File: src/rtl/core/lksm_pkg.sv
// ----------------------------------------------------------------------------
// lksm_pkg
// Shared constants and types of the display and keypad serial master.
// ----------------------------------------------------------------------------
package lksm_pkg;

	localparam int DIGITS_PER_VALUE = 4;
	localparam int NUM_DIGITS       = 2 * DIGITS_PER_VALUE;
	localparam int DIG_IW           = $clog2(NUM_DIGITS);
	localparam int QDEPTH           = DIGITS_PER_VALUE + 3;
	localparam int QPTR_W           = $clog2(QDEPTH);
	localparam int QCNT_W           = $clog2(QDEPTH + 1);

	localparam logic [16:0] RECIP10 = 17'd52429;
	localparam int          RECIP_SH = 19;

	typedef struct packed {
		logic                       request_valid;
		logic [1:0]                 kind;
		logic [7:0]                 command_byte;
		logic [7:0]                 data_byte;
		logic                       key_line;
		logic [NUM_DIGITS-1:0][3:0] digits;
	} item_t;

	typedef struct packed {
		logic       select_n;
		logic       serial_clock;
		logic       serial_data;
		logic       drive_enable;
		logic       busy_res;
		logic       key_valid;
		logic [7:0] key_code;
		logic       request_dropped;
	} res_t;

endpackage

File: src/rtl/core/lksm_front.sv
// ----------------------------------------------------------------------------
// lksm_front
// Accepts ticks, takes magnitudes and splits both numbers into decimal digits.
// ----------------------------------------------------------------------------
module lksm_front (
	input  logic                        clk,
	input  logic                        arst_n,
	input  logic                        push,
	output logic                        full,
	input  logic                        request_valid,
	input  logic [1:0]                  kind,
	input  logic [7:0]                  command_byte,
	input  logic [7:0]                  data_byte,
	input  logic signed [15:0]          value_a,
	input  logic signed [15:0]          value_b,
	input  logic                        key_line,
	input  logic                        q_rd,
	output logic                        q_wr,
	output lksm_pkg::item_t             q_item
);

	localparam int DPV = lksm_pkg::DIGITS_PER_VALUE;
	localparam int ND  = lksm_pkg::NUM_DIGITS;

	lksm_pkg::item_t                pipe_s [0:DPV];
	lksm_pkg::item_t                stage_n [1:DPV];
	logic [15:0]                    qa_s   [0:DPV];
	logic [15:0]                    qb_s   [0:DPV];
	logic [DPV:0]                   vld_s;
	logic [15:0]                    quo_a  [1:DPV];
	logic [15:0]                    quo_b  [1:DPV];
	logic [3:0]                     rem_a  [1:DPV];
	logic [3:0]                     rem_b  [1:DPV];
	logic [lksm_pkg::QCNT_W-1:0]    occ_q;
	logic                           accept;
	logic [32:0]                    prod_a [1:DPV];
	logic [32:0]                    prod_b [1:DPV];

	assign full   = (occ_q == lksm_pkg::QCNT_W'(lksm_pkg::QDEPTH));
	assign accept = push && !full;

	always_comb begin
		for (int k = 1; k <= DPV; k++) begin
			prod_a[k] = 33'(qa_s[k-1]) * 33'(lksm_pkg::RECIP10);
			prod_b[k] = 33'(qb_s[k-1]) * 33'(lksm_pkg::RECIP10);
			quo_a[k]  = 16'(prod_a[k] >> lksm_pkg::RECIP_SH);
			quo_b[k]  = 16'(prod_b[k] >> lksm_pkg::RECIP_SH);
			rem_a[k]  = 4'(qa_s[k-1] - ((quo_a[k] << 3) + (quo_a[k] << 1)));
			rem_b[k]  = 4'(qb_s[k-1] - ((quo_b[k] << 3) + (quo_b[k] << 1)));
			stage_n[k]                = pipe_s[k-1];
			stage_n[k].digits[DPV-k]  = rem_a[k];
			stage_n[k].digits[ND-k]   = rem_b[k];
		end
	end

	always_ff @(posedge clk or negedge arst_n) begin
		if (!arst_n) begin
			vld_s <= '0;
			occ_q <= '0;
		end else begin
			vld_s <= {vld_s[DPV-1:0], accept};
			if (accept && !q_rd)
				occ_q <= occ_q + 1'b1;
			else if (!accept && q_rd)
				occ_q <= occ_q - 1'b1;
		end
	end

	always_ff @(posedge clk) begin
		if (accept) begin
			pipe_s[0].request_valid <= request_valid;
			pipe_s[0].kind          <= kind;
			pipe_s[0].command_byte  <= command_byte;
			pipe_s[0].data_byte     <= data_byte;
			pipe_s[0].key_line      <= key_line;
			pipe_s[0].digits        <= '0;
			qa_s[0] <= value_a[15] ? 16'(~value_a + 16'sd1) : 16'(value_a);
			qb_s[0] <= value_b[15] ? 16'(~value_b + 16'sd1) : 16'(value_b);
		end
		for (int k = 1; k <= DPV; k++) begin
			pipe_s[k] <= stage_n[k];
			qa_s[k]   <= quo_a[k];
			qb_s[k]   <= quo_b[k];
		end
	end

	assign q_wr   = vld_s[DPV];
	assign q_item = pipe_s[DPV];

`ifndef SYNTHESIS
	a_counted: assert property (@(posedge clk) disable iff (!arst_n)
		vld_s[DPV] |-> occ_q != '0)
		else $error("item leaves digit pipeline without a credit");
`endif

endmodule

File: src/rtl/core/lksm_req_fifo.sv
// ----------------------------------------------------------------------------
// lksm_req_fifo
// Short request queue between the front part and the serial engine.
// ----------------------------------------------------------------------------
module lksm_req_fifo (
	input  logic            clk,
	input  logic            arst_n,
	input  logic            wr_en,
	input  lksm_pkg::item_t wr_item,
	input  logic            rd_en,
	output lksm_pkg::item_t rd_item,
	output logic            not_empty
);

	lksm_pkg::item_t               mem_q [lksm_pkg::QDEPTH];
	logic [lksm_pkg::QPTR_W-1:0]   wptr_q;
	logic [lksm_pkg::QPTR_W-1:0]   rptr_q;
	logic [lksm_pkg::QCNT_W-1:0]   cnt_q;

	localparam logic [lksm_pkg::QPTR_W-1:0] LAST = lksm_pkg::QPTR_W'(lksm_pkg::QDEPTH - 1);

	assign not_empty = (cnt_q != '0);
	assign rd_item   = mem_q[rptr_q];

	always_ff @(posedge clk or negedge arst_n) begin
		if (!arst_n) begin
			wptr_q <= '0;
			rptr_q <= '0;
			cnt_q  <= '0;
		end else begin
			if (wr_en)
				wptr_q <= (wptr_q == LAST) ? '0 : wptr_q + 1'b1;
			if (rd_en)
				rptr_q <= (rptr_q == LAST) ? '0 : rptr_q + 1'b1;
			if (wr_en && !rd_en)
				cnt_q <= cnt_q + 1'b1;
			else if (!wr_en && rd_en)
				cnt_q <= cnt_q - 1'b1;
		end
	end

	always_ff @(posedge clk) begin
		if (wr_en)
			mem_q[wptr_q] <= wr_item;
	end

`ifndef SYNTHESIS
	a_no_overflow: assert property (@(posedge clk) disable iff (!arst_n)
		(wr_en && !rd_en) |-> cnt_q != lksm_pkg::QCNT_W'(lksm_pkg::QDEPTH))
		else $error("request queue overflow");
`endif

endmodule

File: src/rtl/core/lksm_back.sv
// ----------------------------------------------------------------------------
// lksm_back
// Serial pin engine: phase sequencer, digit store, config registers and
// result register pair.
// ----------------------------------------------------------------------------
module lksm_back (
	input  logic            clk,
	input  logic            arst_n,
	input  logic            q_not_empty,
	input  lksm_pkg::item_t q_item,
	output logic            q_rd,
	input  logic            cfg_valid,
	output logic            cfg_ready,
	input  logic [2:0]      cfg_index,
	input  logic [9:0]      cfg_data,
	output logic            empty,
	input  logic            pop,
	output lksm_pkg::res_t  res
);

	localparam int ND     = lksm_pkg::NUM_DIGITS;
	localparam int DIG_IW = lksm_pkg::DIG_IW;

	localparam logic [3:0] PH_IDLE     = 4'd0;
	localparam logic [3:0] PH_SETUP    = 4'd1;
	localparam logic [3:0] PH_LOW_HOLD = 4'd2;
	localparam logic [3:0] PH_LOW_DATA = 4'd3;
	localparam logic [3:0] PH_HIGH     = 4'd4;
	localparam logic [3:0] PH_GAP      = 4'd5;
	localparam logic [3:0] PH_TURN     = 4'd6;
	localparam logic [3:0] PH_RX_HIGH  = 4'd7;
	localparam logic [3:0] PH_RX_LOW   = 4'd8;
	localparam logic [3:0] PH_DGAP     = 4'd9;

	localparam logic [1:0] KIND_CMD  = 2'd0;
	localparam logic [1:0] KIND_DATA = 2'd1;
	localparam logic [1:0] KIND_READ = 2'd2;
	localparam logic [1:0] KIND_SHOW = 2'd3;

	localparam logic [2:0] REG_WRITE_PHASE = 3'd0;
	localparam logic [2:0] REG_READ_SELECT = 3'd1;
	localparam logic [2:0] REG_READ_CMD    = 3'd2;
	localparam logic [2:0] REG_READ_TURN   = 3'd3;
	localparam logic [2:0] REG_READ_BIT    = 3'd4;

	localparam logic [7:0] DATA_CMD_MASK = 8'hC8;
	localparam logic [7:0] READ_KEY_CMD  = 8'h15;

	logic [9:0] wp_q, rs_q, rc_q, rt_q, rb_q;

	logic [3:0] phase_q, phase_a, phase_n;
	logic [9:0] cnt_q, cnt_a, cnt_n;
	logic [2:0] bit_q, bit_a, bit_n;
	logic [7:0] first_q, first_a, first_n;
	logic [7:0] second_q, second_a, second_n;
	logic [7:0] rx_q, rx_n;
	logic [3:0] pos_q, pos_a, pos_n;
	logic [1:0] kind_q, kind_a;
	logic       level_q, level_a, level_n;
	logic       rel_q, rel_a, rel_n;
	logic       onsec_q, onsec_a, onsec_n;
	logic [3:0] pending_q [ND];

	logic       go, dropped, keyv, dig_wr;
	logic [9:0] len_raw, len;
	logic [10:0] cnt_inc;
	logic [7:0] cur_byte;
	lksm_pkg::res_t res_n;

	lksm_pkg::res_t res_q [2];
	logic           head_q;
	logic [1:0]     ocnt_q;
	logic           out_take;

	assign cfg_ready = 1'b1;
	assign empty     = (ocnt_q == 2'd0);
	assign out_take  = pop && !empty;
	assign go        = q_not_empty && (ocnt_q != 2'd2 || pop);
	assign q_rd      = go;
	assign res       = res_q[head_q];

	always_comb begin
		phase_a  = phase_q;
		cnt_a    = cnt_q;
		bit_a    = bit_q;
		first_a  = first_q;
		second_a = second_q;
		pos_a    = pos_q;
		kind_a   = kind_q;
		level_a  = level_q;
		rel_a    = rel_q;
		onsec_a  = onsec_q;
		dropped  = 1'b0;
		dig_wr   = 1'b0;
		if (q_item.request_valid) begin
			if (phase_q != PH_IDLE) begin
				dropped = 1'b1;
			end else begin
				kind_a = q_item.kind;
				unique case (q_item.kind)
					KIND_CMD: first_a = q_item.command_byte;
					KIND_DATA: begin
						first_a  = q_item.command_byte | DATA_CMD_MASK;
						second_a = q_item.data_byte;
					end
					KIND_READ: first_a = READ_KEY_CMD;
					KIND_SHOW: begin
						dig_wr   = 1'b1;
						pos_a    = '0;
						first_a  = DATA_CMD_MASK;
						second_a = {4'b0, q_item.digits[0]};
					end
				endcase
				level_a = 1'b0;
				rel_a   = 1'b0;
				onsec_a = 1'b0;
				bit_a   = '0;
				cnt_a   = '0;
				phase_a = PH_SETUP;
			end
		end

		if (phase_a == PH_DGAP)
			len_raw = 10'd1;
		else if (kind_a != KIND_READ)
			len_raw = wp_q;
		else begin
			priority case (phase_a)
				PH_SETUP: len_raw = rs_q;
				PH_TURN: len_raw = rt_q;
				PH_RX_HIGH, PH_RX_LOW: len_raw = rb_q;
				default: len_raw = rc_q;
			endcase
		end
		len      = (len_raw == '0) ? 10'd1 : len_raw;
		cnt_inc  = {1'b0, cnt_a} + 11'd1;
		cur_byte = onsec_a ? second_a : first_a;

		phase_n  = phase_a;
		cnt_n    = cnt_a;
		bit_n    = bit_a;
		first_n  = first_a;
		second_n = second_a;
		pos_n    = pos_a;
		level_n  = level_a;
		rel_n    = rel_a;
		onsec_n  = onsec_a;
		rx_n     = rx_q;
		keyv     = 1'b0;

		if (phase_a != PH_IDLE) begin
			if (cnt_inc >= {1'b0, len}) begin
				cnt_n = '0;
				if (phase_a == PH_RX_HIGH)
					second_n = {second_a[6:0], q_item.key_line};
				priority case (phase_a)
					PH_SETUP: phase_n = PH_LOW_HOLD;
					PH_LOW_HOLD: begin
						level_n = cur_byte[3'd7 - bit_a];
						phase_n = PH_LOW_DATA;
					end
					PH_LOW_DATA: phase_n = PH_HIGH;
					PH_HIGH: begin
						if (bit_a != 3'd7) begin
							bit_n   = bit_a + 3'd1;
							phase_n = PH_LOW_HOLD;
						end else begin
							bit_n = '0;
							if (kind_a == KIND_READ) begin
								rel_n    = 1'b1;
								second_n = '0;
								phase_n  = PH_TURN;
							end else if (kind_a != KIND_CMD && !onsec_a) begin
								phase_n = PH_GAP;
							end else if (kind_a == KIND_SHOW
									&& ({1'b0, pos_a} + 5'd1) < 5'(ND)) begin
								pos_n   = pos_a + 4'd1;
								phase_n = PH_DGAP;
							end else begin
								phase_n = PH_IDLE;
							end
						end
					end
					PH_GAP: begin
						onsec_n = 1'b1;
						phase_n = PH_LOW_HOLD;
					end
					PH_TURN: phase_n = PH_RX_HIGH;
					PH_RX_HIGH: phase_n = PH_RX_LOW;
					PH_RX_LOW: begin
						if (bit_a != 3'd7) begin
							bit_n   = bit_a + 3'd1;
							phase_n = PH_RX_HIGH;
						end else begin
							bit_n   = '0;
							rx_n    = second_a;
							phase_n = PH_IDLE;
							keyv    = 1'b1;
						end
					end
					PH_DGAP: begin
						first_n  = 8'(pos_a) | DATA_CMD_MASK;
						second_n = {4'b0, pending_q[pos_a[DIG_IW-1:0]]};
						level_n  = 1'b0;
						rel_n    = 1'b0;
						onsec_n  = 1'b0;
						bit_n    = '0;
						cnt_n    = '0;
						phase_n  = PH_SETUP;
					end
					default: phase_n = PH_IDLE;
				endcase
			end else begin
				cnt_n = cnt_inc[9:0];
			end
		end

		res_n.select_n        = (phase_a == PH_IDLE) || (phase_a == PH_DGAP);
		res_n.serial_clock    = (phase_a == PH_HIGH) || (phase_a == PH_RX_HIGH);
		res_n.serial_data     = rel_a | level_a;
		res_n.drive_enable    = !rel_a;
		res_n.busy_res        = (phase_a != PH_IDLE);
		res_n.key_valid       = keyv;
		res_n.key_code        = rx_n;
		res_n.request_dropped = dropped;
	end

	always_ff @(posedge clk or negedge arst_n) begin
		if (!arst_n) begin
			wp_q <= 10'd10;
			rs_q <= 10'd1;
			rc_q <= 10'd2;
			rt_q <= 10'd8;
			rb_q <= 10'd1;
		end else if (cfg_valid) begin
			unique case (cfg_index)
				REG_WRITE_PHASE: wp_q <= cfg_data;
				REG_READ_SELECT: rs_q <= cfg_data;
				REG_READ_CMD:    rc_q <= cfg_data;
				REG_READ_TURN:   rt_q <= cfg_data;
				REG_READ_BIT:    rb_q <= cfg_data;
				default: ;
			endcase
		end
	end

	always_ff @(posedge clk or negedge arst_n) begin
		if (!arst_n) begin
			phase_q  <= PH_IDLE;
			cnt_q    <= '0;
			bit_q    <= '0;
			first_q  <= '0;
			second_q <= '0;
			rx_q     <= '0;
			pos_q    <= '0;
			kind_q   <= '0;
			level_q  <= 1'b0;
			rel_q    <= 1'b0;
			onsec_q  <= 1'b0;
		end else if (go) begin
			phase_q  <= phase_n;
			cnt_q    <= cnt_n;
			bit_q    <= bit_n;
			first_q  <= first_n;
			second_q <= second_n;
			rx_q     <= rx_n;
			pos_q    <= pos_n;
			kind_q   <= kind_a;
			level_q  <= level_n;
			rel_q    <= rel_n;
			onsec_q  <= onsec_n;
		end
	end

	always_ff @(posedge clk) begin
		if (go && dig_wr) begin
			for (int i = 0; i < ND; i++)
				pending_q[i] <= q_item.digits[i];
		end
		if (go)
			res_q[head_q ^ ocnt_q[0]] <= res_n;
	end

	always_ff @(posedge clk or negedge arst_n) begin
		if (!arst_n) begin
			head_q <= 1'b0;
			ocnt_q <= '0;
		end else begin
			if (out_take)
				head_q <= ~head_q;
			if (go && !out_take)
				ocnt_q <= ocnt_q + 2'd1;
			else if (!go && out_take)
				ocnt_q <= ocnt_q - 2'd1;
		end
	end

`ifndef SYNTHESIS
	a_idle_clean: assert property (@(posedge clk) disable iff (!arst_n)
		phase_q == PH_IDLE |-> (cnt_q == '0 && bit_q == '0))
		else $error("idle with stale phase counters");
	a_release_read: assert property (@(posedge clk) disable iff (!arst_n)
		(phase_q != PH_IDLE && rel_q) |-> kind_q == KIND_READ)
		else $error("data line released outside a key read");
	a_out_bound: assert property (@(posedge clk) disable iff (!arst_n)
		ocnt_q != 2'd3)
		else $error("result register pair overflow");
`endif

endmodule

File: src/rtl/core/led_keypad_serial_master_top.sv
// ----------------------------------------------------------------------------
// led_keypad_serial_master_top
// Three-wire serial master for an LED display and keypad controller.
// ----------------------------------------------------------------------------
// Each pushed item is one tick of the pin sequence; each tick yields one
// result with the pin levels, busy, key and drop flags. One tick is taken
// every clock cycle as long as results are popped; on its way to its result,
// each tick passes through the digit split pipeline (one divide-by-ten stage
// per digit) and the request queue. Config writes are always ready and must
// only be made while idle.
// ----------------------------------------------------------------------------
module led_keypad_serial_master_top (
	input  logic               clk,
	input  logic               arst_n,
	input  logic               push,
	output logic               full,
	input  logic               request_valid,
	input  logic [1:0]         kind,
	input  logic [7:0]         command_byte,
	input  logic [7:0]         data_byte,
	input  logic signed [15:0] value_a,
	input  logic signed [15:0] value_b,
	input  logic               key_line,
	output logic               empty,
	input  logic               pop,
	output logic               select_n,
	output logic               serial_clock,
	output logic               serial_data,
	output logic               drive_enable,
	output logic               busy_res,
	output logic               key_valid,
	output logic [7:0]         key_code,
	output logic               request_dropped,
	input  logic               cfg_valid,
	output logic               cfg_ready,
	input  logic [2:0]         cfg_index,
	input  logic [9:0]         cfg_data
);

	logic            q_wr, q_rd, q_not_empty;
	lksm_pkg::item_t q_wr_item, q_rd_item;
	lksm_pkg::res_t  res;

	lksm_front u_front (
		.clk           (clk),
		.arst_n        (arst_n),
		.push          (push),
		.full          (full),
		.request_valid (request_valid),
		.kind          (kind),
		.command_byte  (command_byte),
		.data_byte     (data_byte),
		.value_a       (value_a),
		.value_b       (value_b),
		.key_line      (key_line),
		.q_rd          (q_rd),
		.q_wr          (q_wr),
		.q_item        (q_wr_item)
	);

	lksm_req_fifo u_fifo (
		.clk       (clk),
		.arst_n    (arst_n),
		.wr_en     (q_wr),
		.wr_item   (q_wr_item),
		.rd_en     (q_rd),
		.rd_item   (q_rd_item),
		.not_empty (q_not_empty)
	);

	lksm_back u_back (
		.clk         (clk),
		.arst_n      (arst_n),
		.q_not_empty (q_not_empty),
		.q_item      (q_rd_item),
		.q_rd        (q_rd),
		.cfg_valid   (cfg_valid),
		.cfg_ready   (cfg_ready),
		.cfg_index   (cfg_index),
		.cfg_data    (cfg_data),
		.empty       (empty),
		.pop         (pop),
		.res         (res)
	);

	assign select_n        = res.select_n;
	assign serial_clock    = res.serial_clock;
	assign serial_data     = res.serial_data;
	assign drive_enable    = res.drive_enable;
	assign busy_res        = res.busy_res;
	assign key_valid       = res.key_valid;
	assign key_code        = res.key_code;
	assign request_dropped = res.request_dropped;

endmodule

File: config.mk
export PLATFORM = sky130hd
export DESIGN_NAME = led_keypad_serial_master_top
export DESIGN_NICKNAME = d
export VERILOG_FILES = /design/src/rtl/core/lksm_pkg.sv /design/src/rtl/core/lksm_front.sv /design/src/rtl/core/lksm_req_fifo.sv /design/src/rtl/core/lksm_back.sv /design/src/rtl/core/led_keypad_serial_master_top.sv
export SDC_FILE = /design/constraint.sdc
export NUM_CORES = 2
export LEC_CHECK = 0
export BUFFER_PORTS_ARGS = -buffer_cell sky130_fd_sc_hd__buf_2
export CAP_MARGIN = 40
export CORE_MARGIN = 2
export CORE_UTILIZATION = 45
export CTS_CLUSTER_SIZE = 16
export DETAILED_ROUTE_END_ITERATION = 6
export PLACE_DENSITY = 0.66
export SETUP_SLACK_MARGIN = 0.4
export SLEW_MARGIN = 5
export SYNTH_ARGS = -nofsm -noshare
export SYNTH_HDL_FRONTEND = slang
export SYNTH_SLANG_ARGS = --single-unit
File: constraint.sdc
create_clock -name clk -period 12.51 [get_ports clk]
set_input_delay 0.6255 -clock clk [delete_from_list [all_inputs] [get_ports clk]]
set_output_delay 0.6255 -clock clk [all_outputs]
set_load 0.05 [all_outputs]
# Word-level counts from Yosys, hierarchy flattened
# Memories as Yosys holds them, arrays and structs flattened.
# Cells that the tools add are included.
# classes
addsub	31
n_mul	8
n_lt_le_gt_ge	3
eq_ne	24
muxes	102
bitwise_logic	5
n_reduce_logical	43
# op_table
cell	n
16-bit by 16-bit multiplier with 32-bit output, second input constant	8
8-bit two-way mux	17
4-bit two-way mux	18
10-bit two-way mux	7
3-bit two-way mux	12
16-bit by 2-bit adder with 16-bit output, second input constant	2
4-bit adder	8
1-bit two-way mux	32
16-bit two-way mux	2
16-bit NOT	2
4-bit one-hot mux with 8 select lines	1
8-bit one-hot mux with 2 select lines	2
8-bit one-hot mux with 4 select lines	1
4-bit subtractor	8
10-bit one-hot mux with 3 select lines	1
4-bit by 3-bit == test with 1-bit output, second input constant	4
3-bit by 1-bit adder with 3-bit output, second input constant	5
3-bit == test, second input constant	4
1-bit logical AND	12
10-bit by 1-bit adder with 11-bit output, second input constant	1
11-bit by 10-bit greater-or-equal comparator with 1-bit output	1
10-bit zero test	1
2-bit AND reduction	5
2-bit == test, second input constant	4
32 further kinds	58
# totals
reg_bits	120
mem_bits_rw	846
input_bits	70
out_inout_bits	18
memories	6
# mem_list
memory	words	word_bits	read_ports	rd_ports_with_merged_regs	write_ports	line_no	rtl
u_fifo.mem_q	7	52	1	0	1	lksm_req_fifo.sv:15	lksm_pkg::item_t mem_q [lksm_pkg::QDEPTH];
u_front.pipe_s	5	52	5	0	5	lksm_front.sv:25	lksm_pkg::item_t pipe_s [0:DPV];
u_front.qa_s	5	16	4	0	5	lksm_front.sv:27	logic [15:0] qa_s [0:DPV];
u_front.qb_s	5	16	4	0	5	lksm_front.sv:28	logic [15:0] qb_s [0:DPV];
u_back.pending_q	8	4	1	0	8	lksm_back.sv:62	logic [3:0] pending_q [ND];
u_back.res_q	2	15	1	0	1	lksm_back.sv:70	lksm_pkg::res_t res_q [2];

# Logic depth before layout (Yosys ltp)
# An unclocked memory read counts as a cell.
# depth
ltp_word	15
ltp_mapped	25
depth_no_buf	25

# Cells and area by module
# A second synthesis with hierarchy kept.
# hier_totals
hier_cells	4964
hier_area_um2	60772.0
# modules_own_cells
mod	instances	cells_per_inst	area_per_inst_um2
lksm_front	1	3445	37044.3
lksm_req_fifo	1	773	15237.1
lksm_back	1	746	8490.6

# Worst setup path after synthesis
# Ideal clock, no wire load.
# synth_timing
path_kind	reg2reg
from	memory u_front.qb_s[3][5], in the netlist u_front.qb_s[0][53]
to	memory u_front.pipe_s[4][19] (netlist name)
arrival_ns	5.425
required_ns	12.389
slack_ns	6.965
stages_incl_launch_ff	23
period_less_slack_ns	5.545
path_cell_list	dfxtp_1 ha_1 inv_1 fa_1 fa_1 fa_1 inv_1 fa_1 inv_1 fa_1 inv_1 ha_1 or4_1 nor4_1 a21oi_1 a21oi_1 xnor2_1 ha_1 xor2_1 xnor2_1 xnor2_1 xnor2_1 xnor2_1
# synth_rtl
item	line_no
start: declaration	lksm_front.sv:28
end: declaration	lksm_front.sv:25

==> metrics.md <==
| Metric | Value |
|---|---|
| Run status | `completed` |
| Placed Cells incl. Taps | `6755` |
| Synth Flop Type | `sky130_fd_sc_hd__edfxtp_1` |
| Number of buffer and inverter instances along the worst setup path | `4` |
| Number of clock sinks seen by CTS | `~840` |
| Combined area of all synthesized cells | `59720 um2` |
| Number of violations of the max-capacitance limit | `0` |
| Startpoint of the lowest-slack hold path | `data_byte[3]` |
| Number of vias after detailed routing | `approximately 35k` |
| Starting density of the core | `between 40% and 50%` |
| CP required | `around 13 ns` |
| Worst max-slew margin expressed relative to the limit | `around 42%` |
| Final cycle utilization of the critical path | `roughly half` |
| Worst reg-to-reg path cell count | `22` |
| Routed length per placed instance | `17.21 um` |
| Top fanout value on the critical path | `6` |
| CTS max path bufs | `3` |
| Most frequent cells in the layout | `1134 x sky130_fd_sc_hd__inv_1, 964 x sky130_fd_sc_hd__ha_1, 514 x sky130_fd_sc_hd__fa_1` |
| Total half-perimeter wirelength after legalization and detailed placement | `92.87 mm` |
| Pin count of the biggest net entering global routing | `80` |
| Dominant cell type by area after synthesis | `sky130_fd_sc_hd__edfxtp_1` |
| Post-synth net total | `about 6.5k` |
| Setup repair after global routing missed its margin | `no` |
| Worst-path cell chain | `ha_1 -> inv_1 -> fa_1 -> fa_1 -> fa_1 -> inv_1 -> fa_1 -> inv_1 -> fa_1 -> inv_1 -> ha_1 -> or4_1 -> nor4_1 -> a21oi_1 -> a21oi_1 -> xnor2_1 -> ha_1 -> xor2_1 -> xnor2_1 -> xnor2_1 -> xnor2_1 -> xnor2_1` |
| Arrival time at the worst endpoint | `~6.6 ns` |
| Worst Hold Slack | `about 0.09 ns` |
| TritonCTS clock tree | `built` |
| Yosys synthesis warning count | `0` |
| Final standard cell area without fillers | `between 60000 and 70000 um2` |
| Num ports | `88` |
| Share of the synthesized area in the top cell type | `24.04%` |
| Number of cells in the finished layout apart from fillers | `roughly 7k` |
| Synth area leaders | `sky130_fd_sc_hd__edfxtp_1 24%, sky130_fd_sc_hd__ha_1 20%, sky130_fd_sc_hd__fa_1 17%` |
| Core Region | `between 100000 and 150000 um2` |
| Area growth from synthesis to layout | `9.936%` |
| Slack of the worst reg-to-reg path | `6.48 ns` |
| First-pass GRT wire length | `just under 200 mm` |
| Hold endpoint | `u_front.pipe_s[0][36]` |
| Post-layout minimum cycle time | `around 6.0 ns` |
| Slowest cell on crit path | `sky130_fd_sc_hd__fa_1` |
| Antenna violations before repair | `5` |
| Worst Hold Depth | `1` |
| Crit path from | `u_front.qb_s[0][48]` |
| Hold violation count in the final report | `0` |
| CP startpoint kind | `register` |
| Nets | `6642` |
| Number of H-tree branching levels | `3` |
| Post-route antenna net violation count | `0` |
| Overall die width | `about 370 um` |
| Post-DP Area | `~63000 um2` |
| Number of unique standard cell types used by synthesis | `99` |
| Worst reg2reg startpoint | `u_front.qb_s[0][48]` |
| Worst setup EP type | `register` |
| Layout cell share with drive strength beyond 1 | `a little under a tenth` |
| Number of global-route vias before repair | `roughly 37k` |
| Library cell used as clock root buffer | `sky130_fd_sc_hd__clkbuf_16` |
| Total iterations of the first detailed-routing run | `5` |
| Delay of the slowest critical-path stage | `about 0.53 ns` |
| Post-DR vias/cell | `approximately 5` |
| Port-buffer cells | `86` |
| Setup TNS Final | `0 ns` |
| Most common cell after layout, fill and taps aside | `sky130_fd_sc_hd__inv_1` |
| Clock buffer count from CTS | `91` |
| Worst hold-check path type | `input pin to register` |
| Die Outline Area | `approximately 140000 um2` |
| Starting DRT DRC Count | `1677` |
| All-layer global routing usage | `18.26%` |
| Least-Margin Pin Slew | `0.8771 ns` |
| Number of flip-flops and latches in the synthesized netlist | `836` |
| Clock latency of the later-clocked register in the worst-skew pair | `around 0.70 ns` |
| Total congestion overflow after global routing | `0` |
| CP delay by family, top | `adder cells` |
| Number of enable-type register cells in the synthesized netlist | `about 480` |
| Antenna Diode Count | `0` |
| Detailed-route wire length | `around 120 mm` |
| Post-synthesis cell count | `around 5.0k` |
| Synth async-reset ratio | `14.35%` |
| Post-synthesis sequential area ratio | `around 37%` |
| Count of final max-slew check failures | `0` |
| Setup Crit Path Kind | `register to register` |
| Max Freq | `165.8 MHz` |
| Row Count | `~130` |
| Die outline height | `368.3 um` |
| Endpoints failing setup | `0` |
| Maximum clock skew at final layout | `between 0.05 and 0.06 ns` |
| Routability Congestion | `just over 0.9` |
| DR DRC count | `0` |
| Mean cell area of the mapped netlist | `roughly 12 um2` |
| Terminus of the critical flop-to-flop path | `u_front.pipe_s[4][19]` |
| Clock-pin transition on the worst setup and hold timing paths | `around 0.060 ns` |
[area by class of cell]
cell class / instances / area (um2)
Clock buffer: 128 / 2529
Multi-Input combinational cell: 2908 / 33020
Timing Repair Buffer: 121 / 970.9
Clock inverter: 44 / 529.3
Inverter: 1136 / 4264
Sequential cell: 836 / 22140
Tap cell: 1755 / 2196
Fill cell: 11487 / 65980
[synthesized netlist by cell type (all sizes together) (10+ instances only)]
cell	instances
o211ai	15
o41ai	14
a211oi	15
nand3	34
nor3	24
buf	42
dfrtp	114
nand2	177
mux4	54
nor2	133
nand2b	28
o22ai	10
a31oi	14
fa	514
o21a	28
xnor2	133
ha	964
dfxtp	238
a21oi	109
clkbuf	39
a21o	36
edfxtp	478
mux2i	85
o21ai	144
nor2b	19
mux2	116
nand4	11
inv	1135
and2	13
and3	13
xor2	43
o31ai	19
[through the flow]
stage	setup slack [ns]	util [%]
final	6.480	49.88
after global routing	6.010	49.88
after CTS	6.444	49.88
after detailed placement	6.487	47.54
after global placement	6.506	47.25
after floorplan	6.965	-
[worst max path at each step]
stage / to / slack [ns] / cells after the start
detailed placement: u_front.pipe_s[4][19] / 6.49 / 22
global placement: u_front.qb_s[0][43] / 6.51 / 20
finish: u_front.pipe_s[4][19] / 6.48 / 22
global route: u_front.pipe_s[4][19] / 6.01 / 22
CTS: u_front.pipe_s[4][19] / 6.44 / 22
floorplan: u_front.pipe_s[4][19] / 6.96 / 22
[registers in the layout, summed over array words and instances (netlist names), 10 cells and up]
| signal | flops |
|---|---|
| u_back.rb_q | 10 |
| u_back.rt_q | 10 |
| u_fifo.mem_q | 364 |
| u_back.rs_q | 10 |
| u_front.qb_s | 55 |
| u_front.qa_s | 55 |
| u_front.pipe_s | 180 |
| u_back.pending_q | 32 |
| u_back.cnt_q | 10 |
| u_back.wp_q | 10 |
| u_back.rc_q | 10 |
| u_back.res_q | 30 |
[repair_timing]
item	in CTS	in global routing
hold buffers	1	0
setup buffers	0	0
endpoints found under the hold margin	43	0
gates resized for setup	0	0
[worst reg2reg max path: cells and delay by family, from the launching register on]
family	cells	cell delay [ns]
adders and majority gates	8	3.06
xor gates and xnor gates	6	0.92
DFF	1	0.48
and+or+nand+nor	2	0.80
AOI/OAI and AO/OA	2	0.43
buffers and inverters	4	0.22
[per-layer routing]
layer | up-vias | share of wire, % | GRT usage (%)
met5 | - | 0.025 | 0
li1 | 16826 | - | -
met4 | 4 | 2.3 | 4.529
met3 | 178 | 3.7 | 2.564
met1 | 17123 | 46 | 24.55
met2 | 587 | 48 | 31.08
[kinds of logic after synthesis]
| family | share of synthesized area (%) |
|---|---|
| mux | 5.682 |
| buf+inv | 7.771 |
| flops | 37.06 |
| compound gates | 5.445 |
| simple gates | 4.029 |
| other cells | 0.006280 |
| xor+xnor | 2.581 |
| fa+ha+maj | 37.43 |
Power is left out: the tool's default activity adds up to more than one toggle a clock period on the data nets, which glitch-free logic cannot reach.
